--- src/rtl/core/binary_pixel_linear_classifier_unit_assert.svh ---
// assertion macros for the binary pixel linear classifier
// expects signals clk and arst_n in the scope of each use
`ifndef BINARY_PIXEL_LINEAR_CLASSIFIER_UNIT_ASSERT_SVH
`define BINARY_PIXEL_LINEAR_CLASSIFIER_UNIT_ASSERT_SVH

// same-cycle implication
`define BPLC_ASSERT_IMPLY(lbl, ante, cons, msg) \
	lbl: assert property (@(posedge clk) disable iff (!arst_n) (ante) |-> (cons)) \
		else $error(msg);

// next-cycle implication
`define BPLC_ASSERT_NEXT(lbl, ante, cons, msg) \
	lbl: assert property (@(posedge clk) disable iff (!arst_n) (ante) |=> (cons)) \
		else $error(msg);

`endif

--- src/rtl/core/bplc_pkg.sv ---
// shared constants, types and helpers of the binary pixel linear classifier
// no dependencies
package bplc_pkg;

	localparam int NUM_FEATURES = 784;
	localparam int NUM_CLASSES  = 10;
	localparam int WEIGHT_BITS  = 16;

	// fixed port field widths
	localparam int FEATURE_IDX_W = 10;
	localparam int CLASS_IDX_W   = 4;
	localparam int WEIGHT_IN_W   = 16;
	localparam int PIXEL_W       = 8;
	localparam int LABEL_W       = 4;
	localparam int SUM_W         = 26;
	localparam int ERR_W         = 32;

	localparam int FEAT_W = (NUM_FEATURES > 1) ? $clog2(NUM_FEATURES) : 1;
	localparam int CLS_W  = $clog2(NUM_CLASSES);
	localparam int ADD_W  = ((SUM_W > WEIGHT_BITS) ? SUM_W : WEIGHT_BITS) + 1;

	// command queue, depth a power of two
	localparam int QUEUE_DEPTH = 4;
	localparam int QPTR_W      = $clog2(QUEUE_DEPTH);
	localparam int QCNT_W      = $clog2(QUEUE_DEPTH + 1);

	typedef logic [FEAT_W-1:0]             feat_t;
	typedef logic [CLS_W-1:0]              cls_t;
	typedef logic signed [WEIGHT_BITS-1:0] weight_t;
	typedef logic signed [SUM_W-1:0]       sum_t;
	typedef logic signed [ADD_W-1:0]       add_t;
	typedef logic [QPTR_W-1:0]             qptr_t;
	typedef logic [QCNT_W-1:0]             qcnt_t;
	typedef logic [ERR_W-1:0]              err_t;

	localparam sum_t SUM_MAX = {1'b0, {(SUM_W-1){1'b1}}};
	localparam sum_t SUM_MIN = {1'b1, {(SUM_W-1){1'b0}}};
	localparam err_t ERR_MAX = {ERR_W{1'b1}};

	// decoded word handed from front to back
	typedef struct packed {
		logic                 wr;
		logic                 add;
		logic                 last;
		feat_t                feat;
		cls_t                 cls;
		weight_t              weight;
		logic [LABEL_W-1:0]   label;
	} cmd_t;

	typedef enum logic [1:0] {
		BK_RUN,
		BK_SCAN,
		BK_EMIT
	} bk_state_t;

	// saturating accumulate of one weight into a class sum
	function automatic sum_t sat_add(sum_t s, weight_t w);
		add_t a;
		a = add_t'(s) + add_t'(w);
		if (a > add_t'(SUM_MAX)) begin
			return SUM_MAX;
		end else if (a < add_t'(SUM_MIN)) begin
			return SUM_MIN;
		end
		return sum_t'(a);
	endfunction

endpackage

--- src/rtl/core/bplc_front.sv ---
// front end: accepts input words and decodes them into queue commands
// depends on bplc_pkg
module bplc_front (
	input  logic                                in_valid,
	output logic                                in_ready,
	input  logic                                req_type,
	input  logic [bplc_pkg::FEATURE_IDX_W-1:0]  feature_index,
	input  logic [bplc_pkg::CLASS_IDX_W-1:0]    class_index,
	input  logic signed [bplc_pkg::WEIGHT_IN_W-1:0] weight_value,
	input  logic [bplc_pkg::PIXEL_W-1:0]        pixel_value,
	input  logic [bplc_pkg::LABEL_W-1:0]        true_label,
	input  logic                                last_pixel,
	input  logic                                q_full,
	output logic                                q_push,
	output bplc_pkg::cmd_t                      q_cmd
);

	logic feat_ok;
	logic cls_ok;

	assign feat_ok = 32'(feature_index) < 32'(bplc_pkg::NUM_FEATURES);
	assign cls_ok  = 32'(class_index) < 32'(bplc_pkg::NUM_CLASSES);

	always_comb begin
		q_cmd.wr     = !req_type && feat_ok && cls_ok;
		q_cmd.add    = req_type && (pixel_value != '0) && feat_ok;
		q_cmd.last   = req_type && last_pixel;
		q_cmd.feat   = bplc_pkg::feat_t'(feature_index);
		q_cmd.cls    = bplc_pkg::cls_t'(class_index);
		q_cmd.weight = bplc_pkg::weight_t'(weight_value);
		q_cmd.label  = true_label;
	end

	// words with no effect are taken and dropped
	assign in_ready = !q_full;
	assign q_push   = in_valid && !q_full && (q_cmd.wr || q_cmd.add || q_cmd.last);

endmodule

--- config.mk ---
export PLATFORM = sky130hd
export DESIGN_NAME = bplc_front
export DESIGN_NICKNAME = d
export VERILOG_FILES = /design/src/rtl/core/binary_pixel_linear_classifier_unit_assert.svh /design/src/rtl/core/bplc_pkg.sv /design/src/rtl/core/bplc_front.sv
export SDC_FILE = /design/constraint.sdc
export NUM_CORES = 1
export LEC_CHECK = 0
export ABC_AREA = 1
export BUFFER_PORTS_ARGS = -buffer_cell sky130_fd_sc_hd__buf_2
export CAP_MARGIN = 40
export CORE_MARGIN = 1.5
export CORE_UTILIZATION = 22
export DETAILED_ROUTE_END_ITERATION = 8
export GPL_TIMING_DRIVEN = 0
export PLACE_DENSITY = 0.89
export SLEW_MARGIN = 10
export SYNTH_ARGS = -nofsm -noshare
export SYNTH_HDL_FRONTEND = slang
export SYNTH_SLANG_ARGS = --single-unit
export TNS_END_PERCENT = 100
--- constraint.sdc ---
create_clock -name vclk -period 0.8
set_clock_uncertainty 0.15 [all_clocks]
set_input_delay 0 -clock vclk [all_inputs]
set_output_delay 0 -clock vclk [all_outputs]
set_load 0.05 [all_outputs]
Yosys cells after proc, flatten, opt, wreduce, memory -nomap -nowiden
Cells that the tools add are included.
Widths: inputs -> output; s select.
Storage, ports and cells
  bits in registers: 0
  bits in latches: 0
  bits in writable memories: 0
  ROM bits: 0
  input port bits: 46
  logic and storage cells: 14
  memories kept: 0
Operators by class
  $add $sub $neg: 0
  $mul: 0
  div/mod/pow operators: 0
  order comparisons: 2
  eq/ne operators: 0
  shift operators: 0
  multiplexer cells: 0
  bitwise logic cells: 0
  reductions and logical operators: 12
Operators with widths (number)
  $lt 10x10->1 const B: 1
  $reduce_bool 8->1: 1
  $logic_and 1x1->1: 7
  $lt 4x4->1 const B: 1
  $logic_not 1->1: 2
  $logic_or 1x1->1: 2

Depth between registers and ports, before layout
Gate-level depths: netlist of run 1.
  depth after elaboration: 6
  depth in mapped cells: 7
  gate-level depth less buffers: 7

Worst setup path after synthesis of run 1
Ideal clock, no wire load.
  path kind: input-to-output
  start point: input feature_index[4] in the netlist's numbering
  end point: output q_push
  data arrival time: 1451 ps
  data required time: 650 ps
  slack: -801 ps
  stages: 7
  path buffers: 0
  cell sequence: nor2_1 > nand2_1 > nand2_2 > nand2_2 > nor2_2 > nor2_1 > nor2_1
RTL lines
  from (decl): line bplc_front.sv:7  | input logic [bplc_pkg::FEATURE_IDX_W-1:0] feature_index,
  to (decl): line bplc_front.sv:14  | output logic q_push,

Final worst setup path of run 1
  start point: input feature_index[4] in the netlist's numbering
  end point: output q_push
On the way
  longest elaborated chain between the ends: 6
  elaborated cells on any way between the ends: 7
  classes of those cells: order compare: 1; reduce/logical: 6
Ends and longest elaborated chain
  $lt 10x10->1 *: line bplc_front.sv:21  | assign feat_ok = 32'(feature_index) < 32'(bplc_pkg::NUM_FEATURES);
  $logic_and 1x1->1 (2 in series): line bplc_front.sv:25  | q_cmd.wr = !req_type && feat_ok && cls_ok;
  $logic_or 1x1->1 * (2 in series): line bplc_front.sv:36  | assign q_push = in_valid && !q_full && (q_cmd.wr || q_cmd.add || q_cmd.last);
  $logic_and 1x1->1 *: line bplc_front.sv:36
Mark *: on every way between the ends. The rest lies on a longest branch, timed or not.

==> results.sh, run 1 <==
export IMPL_ios=85
export IMPL_start_util_pct=23.9
export IMPL_holdWs_ns=0.151
export IMPL_synth_cell_types=6
export IMPL_drtIter0Drc=0
export IMPL_max_slew_worst_pin_slew_ns=0.256
export IMPL_setup_viol=2
export IMPL_wl_per_cell_um=8.39
export IMPL_pre_cts_ws_ns=-0.343
export IMPL_synth_most_common_cell="buf_4"
export IMPL_synth_top_area_cell="buf_4"
export IMPL_end_kind="output pin"
export IMPL_syn_area_um2=368
export IMPL_clockPowerShare_pct=0
export IMPL_timing_critical_path_from_type="input pin"
export IMPL_tns_ns=-0.271
export IMPL_crit_required_ns=0.65
export IMPL_vias=541
export IMPL_ys_warn_count=0
export IMPL_antenna_cells=0
export IMPL_synthCells=62
export IMPL_core_um2=1540
export IMPL_ir_drop_mv=0.473
export IMPL_ant_nets=0
export IMPL_hold_viol_final=0
export IMPL_clkbuf_count=0
export IMPL_grtUsageTotal_pct=11.1
export IMPL_final_seq_area_um2=0
export IMPL_grt_setup_unrepaired="true"
export IMPL_holdBufCountCts=0
export IMPL_place_congestion=0.663
export IMPL_avgSynthCellArea_um2=5.93
export IMPL_fmax_mhz=1040
export IMPL_grt_max_degree=4
export IMPL_p_per_area_nw_per_um2=946
export IMPL_io_buffers=60
export IMPL_fin_ws_ns=-0.158
export IMPL_cp_arrival_ns=0.81
export IMPL_swShare_pct=63.7
export IMPL_drive_gt1_share_pct=86.2
export IMPL_p_leak_nw=0.517
export IMPL_period_minus_slack_ns=0.958
export IMPL_status="complete, but fails checks"
export IMPL_worst_path_max_fanout=2
export IMPL_synth_top_area_share_pct=69.4
export IMPL_firstDrtPassIters=1
export IMPL_antenna_found_initial=0
export IMPL_syn_to_final_growth_pct=124
export IMPL_violations="setup timing"
export IMPL_n_fill_cell=143
export IMPL_min_path_type="in2out"
export IMPL_seq_cells=0
export IMPL_crit_type="in2out"
export IMPL_fin_nets=171
export IMPL_drc_errors=0
export IMPL_viasPerCell=3.89
export IMPL_fin_crit_sh_pct=120
export IMPL_finish_instance_area_um2=826
export IMPL_pwr_share_seq_pct=0
export IMPL_synth_net_count=108
export IMPL_pwr_share_comb_pct=100.0
export IMPL_drv_slew=0
export IMPL_p_int_w=0.000284
export IMPL_grt_overflow=0
export IMPL_synth_area_leaders="buf_4 (69%), nor2_1 (12%), nand2_1 (8.2%)"
export IMPL_dpl_cell_area_um2=701
export IMPL_fp_dieH_um=43.9
export IMPL_grt_pass1_vias=455
export IMPL_p_switching_w=0.000498
export IMPL_postRouteWirelength_um=1170
export IMPL_fp_row_count=14
export IMPL_synth_commonest_cells="buf_4 (34), nor2_1 (12), nand2_1 (8)"
export IMPL_die_w_um=43.9
export IMPL_grt_pass1_wl_um=1680
export IMPL_maxCapViolCount=0
export IMPL_slew_limit_headroom_pct=83.1
export IMPL_yosysSeqAreaShare_pct=0
export IMPL_dpl_hpwl_um=1010
export IMPL_die_area_um2=1930
timing repair:
item	4_1_cts	5_1_grt
setup endpoints to repair	3	3
resized for setup	20	8
cloned	0	0
buffers inserted	1	0
pin swaps	4	6
worst max-delay path: stages:
cell,delay [ns]
buf_6,0.10
nor2_4,0.09
nand2_2,0.05
nand2_2,0.07
nand2_2,0.06
nor2_4,0.14
nor2_4,0.06
nor2_4,0.08
buf_8,0.15
per-layer routing:
layer,routed length [um],track usage [%],up-vias
met5,0,0,-
met3,173,0,0
met4,0,0,0
met1,269,9.63,222
li1,-,-,269
met2,723,27.1,50
path summary, 6_finish.rpt:
kind,start,slack (ns),end,cells past startpoint
worst max-delay path,feature_index[4],-0.16,q_push,9
worst min-delay path,weight_value[6],0.15,q_cmd[10],2
placed cells by master, fill, tap and decap left out, drive strengths merged:
cell type  count
nand2         10
buf           95
inv            5
nor2          13
cells by family (layout without fill, tap and decap cells):
kind of cell	Yosys count	count (layout)	share of synthesized area, %
buffers and inverters	39	100	74.5
and+or+nand+nor	23	23	25.5
power by group through the flow:
stage | sequential, W | combinational [W] | clock [W]
2_1_floorplan | 0 | 0.000558 | 0
3_3_place_gp | 0 | 0.000698 | 0
3_5_place_dp | 0 | 0.000707 | 0
4_1_cts | 0 | 0.000763 | 0
5_1_grt | 0 | 0.000820 | 0
6_report | 0 | 0.000781 | 0
per-stage QoR:
stage,cells,utilization (%),power (W)
global placement,138,45.5,0.000698
floorplan,62,-,0.000558
finish,139,53.6,0.000781
CTS,139,51.3,0.000763
global route,139,53.6,0.000820
detailed placement,138,45.5,0.000707
final cells by class:
| type | count | area [um2] | share of cell area (%) |
|---|---|---|---|
| buffer | 34 | 255 | 30.9 |
| inverter | 5 | 18.8 | 2.27 |
| multi-input combinational | 23 | 144 | 17.4 |
| tap | 16 | 20.0 | 2.42 |
| timing repair buffer | 61 | 388 | 47.0 |
(Power assumes the default switching activity.)
==> run 2, diff against run 1 <==
--- a/config.mk
+++ b/config.mk
@@ -9,10 +9,10 @@
 export BUFFER_PORTS_ARGS = -buffer_cell sky130_fd_sc_hd__buf_2
 export CAP_MARGIN = 40
 export CORE_MARGIN = 1.5
-export CORE_UTILIZATION = 22
+export CORE_UTILIZATION = 24
 export DETAILED_ROUTE_END_ITERATION = 8
 export GPL_TIMING_DRIVEN = 0
-export PLACE_DENSITY = 0.89
+export PLACE_DENSITY = 0.92
 export SLEW_MARGIN = 10
 export SYNTH_ARGS = -nofsm -noshare
 export SYNTH_HDL_FRONTEND = slang
==> constraint.sdc (replaced) <==
create_clock -name vclk -period 0.9
set_clock_uncertainty 0.15 [all_clocks]
set_input_delay 0 -clock vclk [all_inputs]
set_output_delay 0 -clock vclk [all_outputs]
set_load 0.05 [all_outputs]
==> run 2 against run 1 <==
The run still ends with setup timing left. Core utilization rose by 2.3 points. Wire length fell by 2.6%. First-iteration DRC count rose by 3. Count of clock-buffer cells in the layout did not move. Non-clock buffer count fell by 1. Final cell count fell by 1.4%. Sequential share of layout area did not move. Critical path depth did not move. Largest cell class unchanged.
==> results.sh, run 2 (synthesis gave the netlist of run 1 again) <==
export IMPL_hold_depth=2
export IMPL_die_area_um2=1780
export IMPL_n_fill_cell=137
export IMPL_end_kind="output pin"
export IMPL_worst_path_buf_inv=2
export IMPL_pwr_share_comb_pct=100.0
export IMPL_ir_drop_mv=0.472
export IMPL_status="complete, but fails checks"
export IMPL_drive_gt1_share_pct=85.2
export IMPL_start_util_pct=26.9
export IMPL_crit_required_ns=0.75
export IMPL_crit_top_cell="nor2_4"
export IMPL_ios=85
export IMPL_multi_input_area_um2=136
export IMPL_holdWs_ns=0.151
export IMPL_drc_errors=0
export IMPL_fp_dieH_um=42.2
export IMPL_firstDrtPassIters=4
export IMPL_violations="setup timing"
export IMPL_cp_startpoint="feature_index[6]"
export IMPL_drtIter0Drc=3
export IMPL_fin_ws_ns=-0.0419
export IMPL_post_cts_buffers=0
export IMPL_fmax_mhz=1060
export IMPL_clockPowerShare_pct=0
export IMPL_place_congestion=0.681
export IMPL_max_slew_worst_pin_slew_ns=0.257
export IMPL_seq_cells=0
export IMPL_crit_type="in2out"
export IMPL_cp_arrival_ns=0.79
export IMPL_dpl_cell_area_um2=699
export IMPL_p_per_area_nw_per_um2=862
export IMPL_p_switching_w=0.000434
export IMPL_io_buffers=60
export IMPL_p_int_w=0.000224
export IMPL_maxCapViolCount=0
export IMPL_min_path_type="in2out"
export IMPL_grt_max_degree=4
export IMPL_fin_crit_sh_pct=105
export IMPL_holdBufCountCts=0
export IMPL_hold_viol_final=0
export IMPL_cp_cell_sequence="buf_6 -> nor2_4 -> nand2_1 -> nand2_2 -> nand2_2 -> nor2_4 -> nor2_4 -> nor2_4 -> buf_6"
export IMPL_core_um2=1370
export IMPL_antenna_cells=0
export IMPL_grtUsageTotal_pct=9.85
export IMPL_min_from="weight_value[12]"
export IMPL_fin_nets=170
export IMPL_timing_critical_path_from_type="input pin"
export IMPL_fp_row_count=13
export IMPL_syn_to_final_growth_pct=107
export IMPL_finish_instance_area_um2=763
export IMPL_layout_commonest_cell="buf_2"
export IMPL_grt_pass1_wl_um=1490
export IMPL_p_leak_nw=0.495
export IMPL_antenna_found_initial=0
export IMPL_final_seq_area_um2=0
export IMPL_swShare_pct=65.9
export IMPL_critPathMaxStageDelay_ns=0.16
export IMPL_hold_path_end="q_cmd[16]"
export IMPL_dpl_hpwl_um=999
export IMPL_grt_pass1_vias=413
export IMPL_setup_viol=2
export IMPL_critical_path_top_delay_family="simple AND/OR/NAND/NOR gates"
export IMPL_drv_slew=0
export IMPL_period_minus_slack_ns=0.942
export IMPL_grt_overflow=0
export IMPL_grt_setup_unrepaired="true"
export IMPL_vias=524
export IMPL_crit_slowest_cell="buf_6"
export IMPL_clkbuf_count=0
export IMPL_postRouteWirelength_um=1140
export IMPL_ant_nets=0
export IMPL_pwr_share_seq_pct=0
export IMPL_die_w_um=42.2
export IMPL_slew_limit_headroom_pct=83.0
export IMPL_wl_per_cell_um=8.29
export IMPL_worst_path_max_fanout=2
export IMPL_viasPerCell=3.82
export IMPL_final_cell_mix="buf_2 (54), buf_4 (35), nand2_1 (7), nor2_1 (6)"
run 2: changes by cell type in the layout (fill, tap and decap cells not counted):
cell	change
buf_2	+5
buf_6	-5
buf_8	-2
buf_4	+1
nand2_1	+1
nand2_2	-1
nor2_2	+1
nor2_4	-1
run 2: cell type report:
class / instances / share of cell area (%)
well taps: 15 / 2.46
multi-input cells: 23 / 17.9
inverters: 5 / 2.46
plain buffers: 34 / 33.4
repair buffers: 60 / 43.8
run 2: repair_timing:
item	in CTS	in global routing
setup endpoints to repair	1	3
resized for setup	7	10
cloned	0	0
pin swaps	2	1
run 2: power by group through the flow:
stage / logic [W] / registers (W) / clock network [W]
after CTS: 0.000643 / 0 / 0
final: 0.000658 / 0 / 0
after global routing: 0.000687 / 0 / 0
after floorplan: 0.000496 / 0 / 0
after global placement: 0.000621 / 0 / 0
after detailed placement: 0.000627 / 0 / 0
run 2: worst max-delay path by stage:
stage | to | slack, ns | cells after the start
after global routing | q_push | -0.1 | 9
final | q_push | -0.04 | 9
after CTS | q_push | -0.03 | 8
after floorplan | q_push | -0.19 | 7
after detailed placement | q_push | -0.21 | 8
after global placement | q_push | -0.22 | 8
run 2: per-layer routing:
layer / routed length [um] / vias up / global-route usage (%)
met5: 0 / - / 0
met4: 0 / 0 / 0
met3: 161 / 0 / 0.431
met2: 653 / 46 / 23.1
met1: 320 / 209 / 9.37
li1: - / 269 / -
run 2: per-stage QoR:
step	utilization [%]	cells	setup TNS, ns	power, W	setup slack [ns]
finish	55.9	137	-0.0786	0.000658	-0.0419
floorplan	-	62	-0.195	0.000496	-0.195
global placement	51.2	137	-0.216	0.000621	-0.216
global route	55.9	137	-0.186	0.000687	-0.0965
CTS	53.3	137	-0.0503	0.000643	-0.0341
detailed placement	51.2	137	-0.212	0.000627	-0.212
