## config.mk

```make
export PLATFORM = sky130hd
export DESIGN_NAME = bplc_queue
export DESIGN_NICKNAME = d
export VERILOG_FILES = /design/src/rtl/core/binary_pixel_linear_classifier_unit_assert.svh /design/src/rtl/core/bplc_pkg.sv /design/src/rtl/core/bplc_queue.sv
export SDC_FILE = /design/constraint.sdc
export NUM_CORES = 1
export LEC_CHECK = 0
export BUFFER_PORTS_ARGS = -buffer_cell sky130_fd_sc_hd__buf_2
export CORE_MARGIN = 2
export CORE_UTILIZATION = 50
export DETAILED_ROUTE_END_ITERATION = 10
export PLACE_DENSITY = 0.67
export SETUP_SLACK_MARGIN = 0.4
export SLEW_MARGIN = 20
export SYNTH_ARGS = -nofsm -noshare
export SYNTH_HDL_FRONTEND = slang
export SYNTH_SLANG_ARGS = --single-unit
export TNS_END_PERCENT = 20
```

## constraint.sdc

```tcl
create_clock -name clk -period 2.4 [get_ports clk]
set_input_delay 0.36 -clock clk [delete_from_list [all_inputs] [get_ports clk]]
set_output_delay 0.36 -clock clk [all_outputs]
set_load 0.01 [all_outputs]
```

## src/rtl/core/binary_pixel_linear_classifier_unit_assert.svh

```systemverilog
// assertion macros for the binary pixel linear classifier
// expects signals clk and arst_n in the scope of each use
`ifndef BINARY_PIXEL_LINEAR_CLASSIFIER_UNIT_ASSERT_SVH
`define BINARY_PIXEL_LINEAR_CLASSIFIER_UNIT_ASSERT_SVH

// same-cycle implication
`define BPLC_ASSERT_IMPLY(lbl, ante, cons, msg) \
	lbl: assert property (@(posedge clk) disable iff (!arst_n) (ante) |-> (cons)) \
		else $error(msg);

// next-cycle implication
`define BPLC_ASSERT_NEXT(lbl, ante, cons, msg) \
	lbl: assert property (@(posedge clk) disable iff (!arst_n) (ante) |=> (cons)) \
		else $error(msg);

`endif

```

## src/rtl/core/bplc_pkg.sv

```systemverilog
// shared constants, types and helpers of the binary pixel linear classifier
// no dependencies
package bplc_pkg;

	localparam int NUM_FEATURES = 784;
	localparam int NUM_CLASSES  = 10;
	localparam int WEIGHT_BITS  = 16;

	// fixed port field widths
	localparam int FEATURE_IDX_W = 10;
	localparam int CLASS_IDX_W   = 4;
	localparam int WEIGHT_IN_W   = 16;
	localparam int PIXEL_W       = 8;
	localparam int LABEL_W       = 4;
	localparam int SUM_W         = 26;
	localparam int ERR_W         = 32;

	localparam int FEAT_W = (NUM_FEATURES > 1) ? $clog2(NUM_FEATURES) : 1;
	localparam int CLS_W  = $clog2(NUM_CLASSES);
	localparam int ADD_W  = ((SUM_W > WEIGHT_BITS) ? SUM_W : WEIGHT_BITS) + 1;

	// command queue, depth a power of two
	localparam int QUEUE_DEPTH = 4;
	localparam int QPTR_W      = $clog2(QUEUE_DEPTH);
	localparam int QCNT_W      = $clog2(QUEUE_DEPTH + 1);

	typedef logic [FEAT_W-1:0]             feat_t;
	typedef logic [CLS_W-1:0]              cls_t;
	typedef logic signed [WEIGHT_BITS-1:0] weight_t;
	typedef logic signed [SUM_W-1:0]       sum_t;
	typedef logic signed [ADD_W-1:0]       add_t;
	typedef logic [QPTR_W-1:0]             qptr_t;
	typedef logic [QCNT_W-1:0]             qcnt_t;
	typedef logic [ERR_W-1:0]              err_t;

	localparam sum_t SUM_MAX = {1'b0, {(SUM_W-1){1'b1}}};
	localparam sum_t SUM_MIN = {1'b1, {(SUM_W-1){1'b0}}};
	localparam err_t ERR_MAX = {ERR_W{1'b1}};

	// decoded word handed from front to back
	typedef struct packed {
		logic                 wr;
		logic                 add;
		logic                 last;
		feat_t                feat;
		cls_t                 cls;
		weight_t              weight;
		logic [LABEL_W-1:0]   label;
	} cmd_t;

	typedef enum logic [1:0] {
		BK_RUN,
		BK_SCAN,
		BK_EMIT
	} bk_state_t;

	// saturating accumulate of one weight into a class sum
	function automatic sum_t sat_add(sum_t s, weight_t w);
		add_t a;
		a = add_t'(s) + add_t'(w);
		if (a > add_t'(SUM_MAX)) begin
			return SUM_MAX;
		end else if (a < add_t'(SUM_MIN)) begin
			return SUM_MIN;
		end
		return sum_t'(a);
	endfunction

endpackage

```

## src/rtl/core/bplc_queue.sv

```systemverilog
// short command queue between front and back end
// depends on bplc_pkg
module bplc_queue (
	input  logic           clk,
	input  logic           arst_n,
	input  logic           push,
	input  bplc_pkg::cmd_t push_cmd,
	output logic           full,
	input  logic           pop,
	output logic           pop_valid,
	output bplc_pkg::cmd_t pop_cmd
);

	bplc_pkg::cmd_t  entries_q [bplc_pkg::QUEUE_DEPTH];
	bplc_pkg::qptr_t wr_ptr_q;
	bplc_pkg::qptr_t rd_ptr_q;
	bplc_pkg::qcnt_t count_q;

	assign full      = count_q == bplc_pkg::qcnt_t'(bplc_pkg::QUEUE_DEPTH);
	assign pop_valid = count_q != '0;
	assign pop_cmd   = entries_q[rd_ptr_q];

	always_ff @(posedge clk) begin
		if (push) begin
			entries_q[wr_ptr_q] <= push_cmd;
		end
	end

	always_ff @(posedge clk or negedge arst_n) begin
		if (!arst_n) begin
			wr_ptr_q <= '0;
			rd_ptr_q <= '0;
			count_q  <= '0;
		end else begin
			if (push) begin
				wr_ptr_q <= wr_ptr_q + bplc_pkg::qptr_t'(1);
			end
			if (pop) begin
				rd_ptr_q <= rd_ptr_q + bplc_pkg::qptr_t'(1);
			end
			if (push && !pop) begin
				count_q <= count_q + bplc_pkg::qcnt_t'(1);
			end else if (pop && !push) begin
				count_q <= count_q - bplc_pkg::qcnt_t'(1);
			end
		end
	end

endmodule

```

Word level (Yosys, flattened, before mapping):

Memory sizes are Yosys's and may differ from the RTL's.
Cells that the tools add are included.

* output and inout bits: 39
* memory bits (writable): 148
* flip-flop bits (word level): 7
* memories kept: 1
* input bits: 41
* word-level logic and storage cells: 19

Memory list
* entries_q: words 4, bits a word 37, rd ports 1, clocked after memory_dff 0, write ports 1, RTL line bplc_queue.sv:14 `bplc_pkg::cmd_t entries_q [bplc_pkg::QUEUE_DEPTH];`

* equality and inequality tests: 1
* multiplexer cells: 4
* reductions and logical operators: 6
* add/subtract/negate cells: 4

Operators by type and width (number)
* 3-bit 2-to-1 mux: 2
* 2-bit by 1-bit adder with 2-bit output (second input constant): 2
* 3-bit by 1-bit adder with 3-bit output (second input constant): 1
* 3-bit equality test (second input constant): 1
* 3-bit nonzero test: 1
* 3-bit by 1-bit subtractor with 3-bit output (second input constant): 1
* 1-bit logical AND: 2
* 1-bit zero test: 2
* 1-bit 2-to-1 mux: 2
* 2-bit nonzero test: 1

Logic depth before layout (Yosys ltp):

Gate-level depths: netlist of run 1.

* depth after elaboration: 4
* depth in mapped cells: 7
* mapped depth without buffers: 7

Least setup slack after synthesis of run 1:

Ideal clock, no wire load.

* path type: register to register
* start: reg wr_ptr_q[0]
* end: mem entries_q[2][0] in the netlist's numbering, enable pin
* arrival: 1.516 ns
* period minus slack after synthesis: 1.914 ns
* slack: 0.486 ns
* stages on the path, launching flop included: 4
* path through: dfrtp_1 > inv_1 > ha_1 > and2_1

RTL lines
* start, declared: RTL line bplc_queue.sv:15 `bplc_pkg::qptr_t wr_ptr_q;`
* start signal, assigned: RTL line bplc_queue.sv:36 `wr_ptr_q <= wr_ptr_q + bplc_pkg::qptr_t'(1);`
* end, declared: RTL line bplc_queue.sv:14

No word-level cell before the write port.

==> run_results.csv, run 1 <==
group,metric,value,unit
pwr,power.ir.vdd_worst,693,uV
synth,synth_compound_gate_area_share,0.0874,%
sta,fin_tns_setup,0,ps
finish,num_antenna_cells,0,
sta,finalCritPeriodShare,88.4,%
grt,grt_first_pass_wirelength,15500,um
finish,flow.area_growth_from_synthesis,25.7,%
synth,share_of_synthesized_area_occupied_by_flip_flops_and_latches,80.7,%
die,design.die.area,12300,sq um
synth,synth_xor_xnor_area_share,0.918,%
setup_path,critical_path.startpoint_type,"flop",
sta,timing.max_slew.rel_slack,69.9,%
grt,grt-ovfl-total,0,
cts,clock_network_latency_to_the_later_pin_of_the_worst_skew_pair,410,ps
pwr,total_leakage_power,2.55,nW
sta,hold_viol,0,
grt,number_of_antenna_violations_at_the_first_check_in_global_routing,1,
place,dpl_ws,493,ps
place,gpl.final_weighted_congestion,0.676,
synth,synth-seq-cells,155,
synth,synth-adder-area-share,1.44,%
routing,drc,0,
setup_path,worstPathArrival,1760,ps
routing,route.vias.total,2648,
pwr,power_density,1290,nW/um^2
place,place_area,6380,sq um
finish,fin_nets,383,
die,core-area,11300,sq um
synth,synth_area,5730,sq um
sta,achievable-frequency,471,MHz
setup_path,count_of_buffer_and_inverter_cells_on_the_critical_path,3,
routing,route.detailed.wl_per_inst,20.7,um
cts,cts.reportedPaths.clkPinSlew,60,ps
sta,rsz0062_at_grt,"true",
routing,routed_wl,10200,um
die,die_height,111,um
synth,syn_inst,227,
die,floorplan.io_pins,80,
routing,viasPerCell,5.38,
routing,initialDrtViolationCount,157,
routing,drt_first_pass_iters,4,
synth,synthDistinctLibCells,19,
finish,final-instance-count-excl-fill,492,
setup_path,crit_path_max_incr_delay,550,ps
cts,tritoncts.num_buffers,17,
grt,groute.usage.overall,17.1,%
cts,clock_tree.htree_level_count,4,
setup_path,required,2040,ps
sta,final.setup_skew,6.02,ps
finish,mostFrequentLayoutCell,"sky130_fd_sc_hd__edfxtp_1",
die,die-width,111,um
finish,post_route_cells_drive_above_1_share,49.0,%
cts,cts_tree,"built",
synth,synth_top_family_by_area,"multiplexers",
status,result_of_the_run,"complete, no violations",
synth,synth_simple_gate_area_share,0.874,%
grt,pin_count_of_the_biggest_net_entering_global_routing,28,
synth,syn_nets,274,
sta,worst_slack_on_hold_paths,156,ps
cts,numClockSinks,155,
sta,period_minus_slack,2120,ps
finish,final_design_area_excluding_fillers,7200,sq um
sta,count_of_final_max_slew_check_failures,0,
setup_path,max_fanout_on_critical_path,6,
die,floorplan.initialDensity,50.8,%
synth,synth.yosys.warnings,0,
finish,layout_common_cells,"sky130_fd_sc_hd__edfxtp_1 (148), sky130_fd_sc_hd__buf_2 (74), sky130_fd_sc_hd__mux4_2 (37)",
hold_path,hp-class,"primary input to flop",
place,dpl.cell_count,451,
sta,worst-slew-pin-transition,451,ps
synth,synthMuxAreaShare,14.8,%
cts,cts.root.buffer_cell,"sky130_fd_sc_hd__clkbuf_16",
cts,cts_max_path_buffers,2,
die,placement_rows,39,
setup_path,cpLargestDelayFamily,"multiplexers",
flow_run,maxCapViolCount,0,
place,buffer_ports.inserted,79,
sta,setup_slack,278,ps
grt,vias_in_the_first_global_route,2945,
setup_path,critPathKind,"flop to primary output",
sta,final-setup-viol-count,0,
place,hpwl,6100,um
setup_path,crit_path_cell_trace,"buf_12, buf_16, mux4_2, buf_6",
setup_path,endpoint_kind,"primary output",
synth,synthesis.area_per_instance,25.2,sq um
routing,antenna_left,0,
setup_path,timing.critical_path.slowest_stage_cell,"sky130_fd_sc_hd__mux4_2",
[worst reg2reg max path, delay by kind of cell (launching register included)]
family / cells / cell delay, ps
adders and majority gates: 1 / 140
buffers and inverters: 2 / 380
DFF: 1 / 430
and+or+nand+nor: 1 / 420
[metal layers]
layer	routed length (um)	up-vias	GRT usage, %
li1	-	1181	-
met1	4260	1382	20.5
met2	5310	69	28.6
met3	470	14	6.07
met4	122	2	6.75
met5	10	-	0
[sequential cells by signal, summed over array words and instances, names as in the netlist]
register	flops
count_q	3
rd_ptr_q	2
wr_ptr_q	2
entries_q	148
[path summary, 6_finish.rpt]
check / start / end / slack [ps] / cells after the start
setup / recovery: rd_ptr_q[0]$_DFFE_PN0P_ / pop_cmd[32] / 280 / 4
hold / removal: pop / rd_ptr_q[0]$_DFFE_PN0P_ / 160 / 2
setup reg to reg: wr_ptr_q[0]$_DFFE_PN0P_ / entries_q[0][31]$_DFFE_PP_ / 720 / 4
hold reg to reg: count_q[2]$_DFFE_PN0P_ / count_q[2]$_DFFE_PN0P_ / 500 / 1
max in group asynchronous: arst_n / rd_ptr_q[1]$_DFFE_PN0P_ / 1920 / 2
min in group asynchronous: arst_n / count_q[2]$_DFFE_PN0P_ / 300 / 2
[through the flow]
stage | utilization [%] | power [mW]
after floorplan | - | 5.31
after global placement | 56.6 | 6.19
after detailed placement | 56.6 | 6.24
after CTS | 62.5 | 9.10
after global routing | 63.8 | 9.71
final | 63.8 | 9.28
[layout make-up]
type                    instances  area (sq um)
well taps                     143           179
fillers                       771          4080
repair buffers                 98           714
flip-flops and latches        155          4620
clock inverters                13           193
inverters                       4          15.0
clock buffers                  19           433
multi-input cells              60          1040
[power by group]
part / internal [mW] / switching (mW) / leakage (nW)
logic: 1.46 / 1.34 / 0.816
clock network: 1.75 / 1.03 / 0.298
registers: 3.55 / 0.158 / 1.44
[timing repair]
| action | 4_1_cts | 5_1_grt |
|---|---|---|
| hold endpoints to repair | 7 | 0 |
| hold buffers | 1 | 0 |
| cloned | 0 | 4 |
| gates resized for setup | 3 | 7 |
| setup buffers | 3 | 1 |
| endpoints found under the setup margin | 37 | 37 |
[Yosys cell counts, drive strengths merged]
library cell    n  area share [%]
nor2            1           0.065
or3             1            0.11
fa              1            0.35
mux4           37              15
mux2            1            0.20
edfxtp        148              78
xnor2           2            0.31
ha              5             1.1
dfrtp           7             3.1
clkbuf          1           0.065
nor3b           1            0.13
and2            4            0.44
xor2            4            0.61
o21ai           1           0.087
inv             4            0.26
nand2           2            0.13
buf             7            0.92
[cell families after synthesis]
group                    count (synthesis)
multiplexers                            38
adder cells (fa/ha/maj)                  6
buffers and inverters                   12
XOR/XNOR                                 6
AND/OR/NAND/NOR                          9
AO/OA/AOI/OAI                            1
flip-flops                             155
(Power assumes the default switching activity.)
==> run 2, diff against run 1 <==
--- a/config.mk
+++ b/config.mk
@@ -6,10 +6,11 @@
 export NUM_CORES = 1
 export LEC_CHECK = 0
 export BUFFER_PORTS_ARGS = -buffer_cell sky130_fd_sc_hd__buf_2
+export CAP_MARGIN = 15
 export CORE_MARGIN = 2
-export CORE_UTILIZATION = 50
+export CORE_UTILIZATION = 31
 export DETAILED_ROUTE_END_ITERATION = 10
-export PLACE_DENSITY = 0.67
+export PLACE_DENSITY = 0.44
 export SETUP_SLACK_MARGIN = 0.4
 export SLEW_MARGIN = 20
 export SYNTH_ARGS = -nofsm -noshare
==> run 2 against run 1 <==
  * Combinational power decreased by 7.9%
  * Die area increased by 59%
  * Maximum frequency decreased by 1.1%
  * Largest cell class unchanged
  * Register-to-register slack improved by 40 ps
  * Final cell count increased by 17%
  * Hold slack improved by 2.8 ps
  * Critical path type unchanged
  * Power decreased by 2.5%
  * Flip-flop and latch count unchanged
==> run_results.csv, run 2 (synthesis gave the netlist of run 1 again) <==
group,metric,value,unit
routing,drt_first_pass_iters,4,
finish,reg_top3,"entries_q: 148 flops, count_q: 3 flops",
sta,finalCritPeriodShare,89.4,%
setup_path,worstPathArrival,1780,ps
grt,number_of_antenna_violations_at_the_first_check_in_global_routing,1,
die,placement_rows,49,
cts,cts.root.buffer_cell,"sky130_fd_sc_hd__clkbuf_16",
setup_path,crit_path_max_incr_delay,540,ps
routing,viasPerCell,4.58,
setup_path,crit_path_cell_trace,"buf_12, mux4_2, buf_2",
cts,cts.reportedPaths.clkPinSlew,60,ps
cts,tritoncts.num_buffers,17,
place,dpl_ws,481,ps
place,place_area,6520,sq um
setup_path,cpLargestDelayFamily,"multiplexers",
sta,rsz0062_at_grt,"true",
sta,period_minus_slack,2140,ps
pwr,total_power,9.05,mW
cts,clock_tree.htree_level_count,4,
sta,achievable-frequency,466,MHz
grt,grt-ovfl-total,0,
setup_path,count_of_buffer_and_inverter_cells_on_the_critical_path,2,
pwr,power_density,1260,nW/um^2
finish,largest_register_ff_count,148,
routing,routed_wl,10800,um
setup_path,critPathKind,"flop to primary output",
cts,cts_tree,"built",
grt,groute.usage.overall,11.9,%
die,die_height,140,um
sta,count_of_final_max_slew_check_failures,0,
setup_path,critical_path.startpoint_type,"flop",
routing,antenna_left,0,
sta,final-setup-viol-count,0,
pwr,power.ir.vdd_worst,640,uV
routing,route.vias.total,2636,
cts,cts_max_path_buffers,2,
die,floorplan.io_pins,80,
grt,vias_in_the_first_global_route,2924,
routing,route.detailed.wl_per_inst,18.8,um
place,hpwl,6910,um
finish,n_fill_cell,1668,
cts,clock_network_latency_to_the_later_pin_of_the_worst_skew_pair,410,ps
finish,final_design_area_excluding_fillers,7170,sq um
die,floorplan.initialDensity,31.8,%
finish,fin_nets,382,
grt,grt_first_pass_wirelength,17000,um
cts,numClockSinks,155,
die,core-area,18000,sq um
finish,post_route_cells_drive_above_1_share,48.0,%
setup_path,endpoint_kind,"primary output",
setup_path,timing.critical_path.slowest_stage_cell,"sky130_fd_sc_hd__mux4_2",
routing,initialDrtViolationCount,149,
sta,setup_slack,255,ps
pwr,total_leakage_power,2.51,nW
grt,pin_count_of_the_biggest_net_entering_global_routing,27,
setup_path,max_fanout_on_critical_path,15,
sta,final.setup_skew,4.72,ps
place,buffer_ports.inserted,79,
status,result_of_the_run,"complete, no violations",
flow_run,maxCapViolCount,0,
die,die-width,140,um
setup_path,required,2040,ps
die,design.die.area,19600,sq um
sta,timing.max_slew.rel_slack,71.1,%
finish,layout_common_cells,"sky130_fd_sc_hd__edfxtp_1 (148), sky130_fd_sc_hd__buf_2 (79), sky130_fd_sc_hd__mux4_2 (37)",
routing,drc,0,
sta,hold_viol,0,
finish,flow.area_growth_from_synthesis,25.3,%
place,gpl.final_weighted_congestion,0.641,
finish,mostFrequentLayoutCell,"sky130_fd_sc_hd__edfxtp_1",
finish,finalCoreUtilization,39.8,%
sta,fin_tns_setup,0,ps
sta,worst-slew-pin-transition,434,ps
finish,largest-register,"entries_q",
hold_path,hp-class,"primary input to flop",
[run 2: cell count changes in the layout (fill, tap and decap cells not counted), moves of 2 or more]
| cell | delta |
|---|---|
| sky130_fd_sc_hd__buf_2 | +5 |
| sky130_fd_sc_hd__inv_6 | -2 |
| sky130_fd_sc_hd__clkinv_4 | -4 |
| sky130_fd_sc_hd__buf_6 | -7 |
| sky130_fd_sc_hd__buf_4 | +5 |
| sky130_fd_sc_hd__clkinvlp_4 | -2 |
| sky130_fd_sc_hd__clkbuf_16 | -3 |
| sky130_fd_sc_hd__clkinv_2 | +3 |
[run 2: worst reg2reg max path, cell delays in order (launching register included)]
cell                      delay (ps)
sky130_fd_sc_hd__dfrtp_1         420
sky130_fd_sc_hd__inv_1           100
sky130_fd_sc_hd__ha_1            130
sky130_fd_sc_hd__and2_2          380
sky130_fd_sc_hd__buf_4           310
[run 2: path summary, 6_finish.rpt]
kind / startpoint / to / slack (ps) / depth (start not counted)
max in group asynchronous: arst_n / rd_ptr_q[0]$_DFFE_PN0P_ / 1880 / 2
worst max register to register: wr_ptr_q[0]$_DFFE_PN0P_ / entries_q[0][30]$_DFFE_PP_ / 760 / 4
worst max-delay path: rd_ptr_q[0]$_DFFE_PN0P_ / pop_cmd[34] / 260 / 3
worst min register to register: count_q[2]$_DFFE_PN0P_ / count_q[2]$_DFFE_PN0P_ / 480 / 1
min in group asynchronous: arst_n / count_q[2]$_DFFE_PN0P_ / 340 / 2
worst min-delay path: push_cmd[31] / entries_q[0][31]$_DFFE_PP_ / 160 / 1
[run 2: final cells by class]
type,instances,area [sq um],area share (%)
Tap cell,229,287,3.99
Inverter,4,15.0,0.209
Antenna cell,1,2.50,0.0349
Sequential cell,155,4620,64.5
Timing Repair Buffer,97,596,8.30
Multi-Input combinational cell,60,1040,14.5
Clock buffer,20,437,6.09
Clock inverter,10,174,2.42
[run 2: power breakdown]
part | switching [mW] | internal, mW | total [mW]
sequential | 0.152 | 3.55 | 3.71
combinational | 1.33 | 1.24 | 2.57
clock | 0.952 | 1.82 | 2.77
total | 2.43 | 6.62 | 9.05
[run 2: per-layer routing]
metal | track usage (%) | share of wire (%) | vias up | routed length, um
li1 | - | - | 1169 | -
met1 | 15.6 | 46 | 1389 | 4940
met2 | 18.4 | 48 | 64 | 5170
met3 | 4.34 | 5.3 | 14 | 578
met4 | 4.42 | 1.3 | 0 | 139
met5 | 0 | 0 | - | 0
[run 2: repair_timing]
action | CTS | global route
hold buffers | 1 | 0
gates resized for setup | 0 | 0
pin swaps | 0 | 0
endpoints found under the hold margin | 7 | 0
endpoints found under the setup margin | 37 | 37
setup buffers | 4 | 0
[run 2: per-stage QoR]
step | cells | hold WS [ps]
2_1_floorplan | 227 | 64.4
3_3_place_gp | 540 | 214
3_5_place_dp | 540 | 210
4_1_cts | 575 | 140
5_1_grt | 575 | 148
6_report | 576 | 159
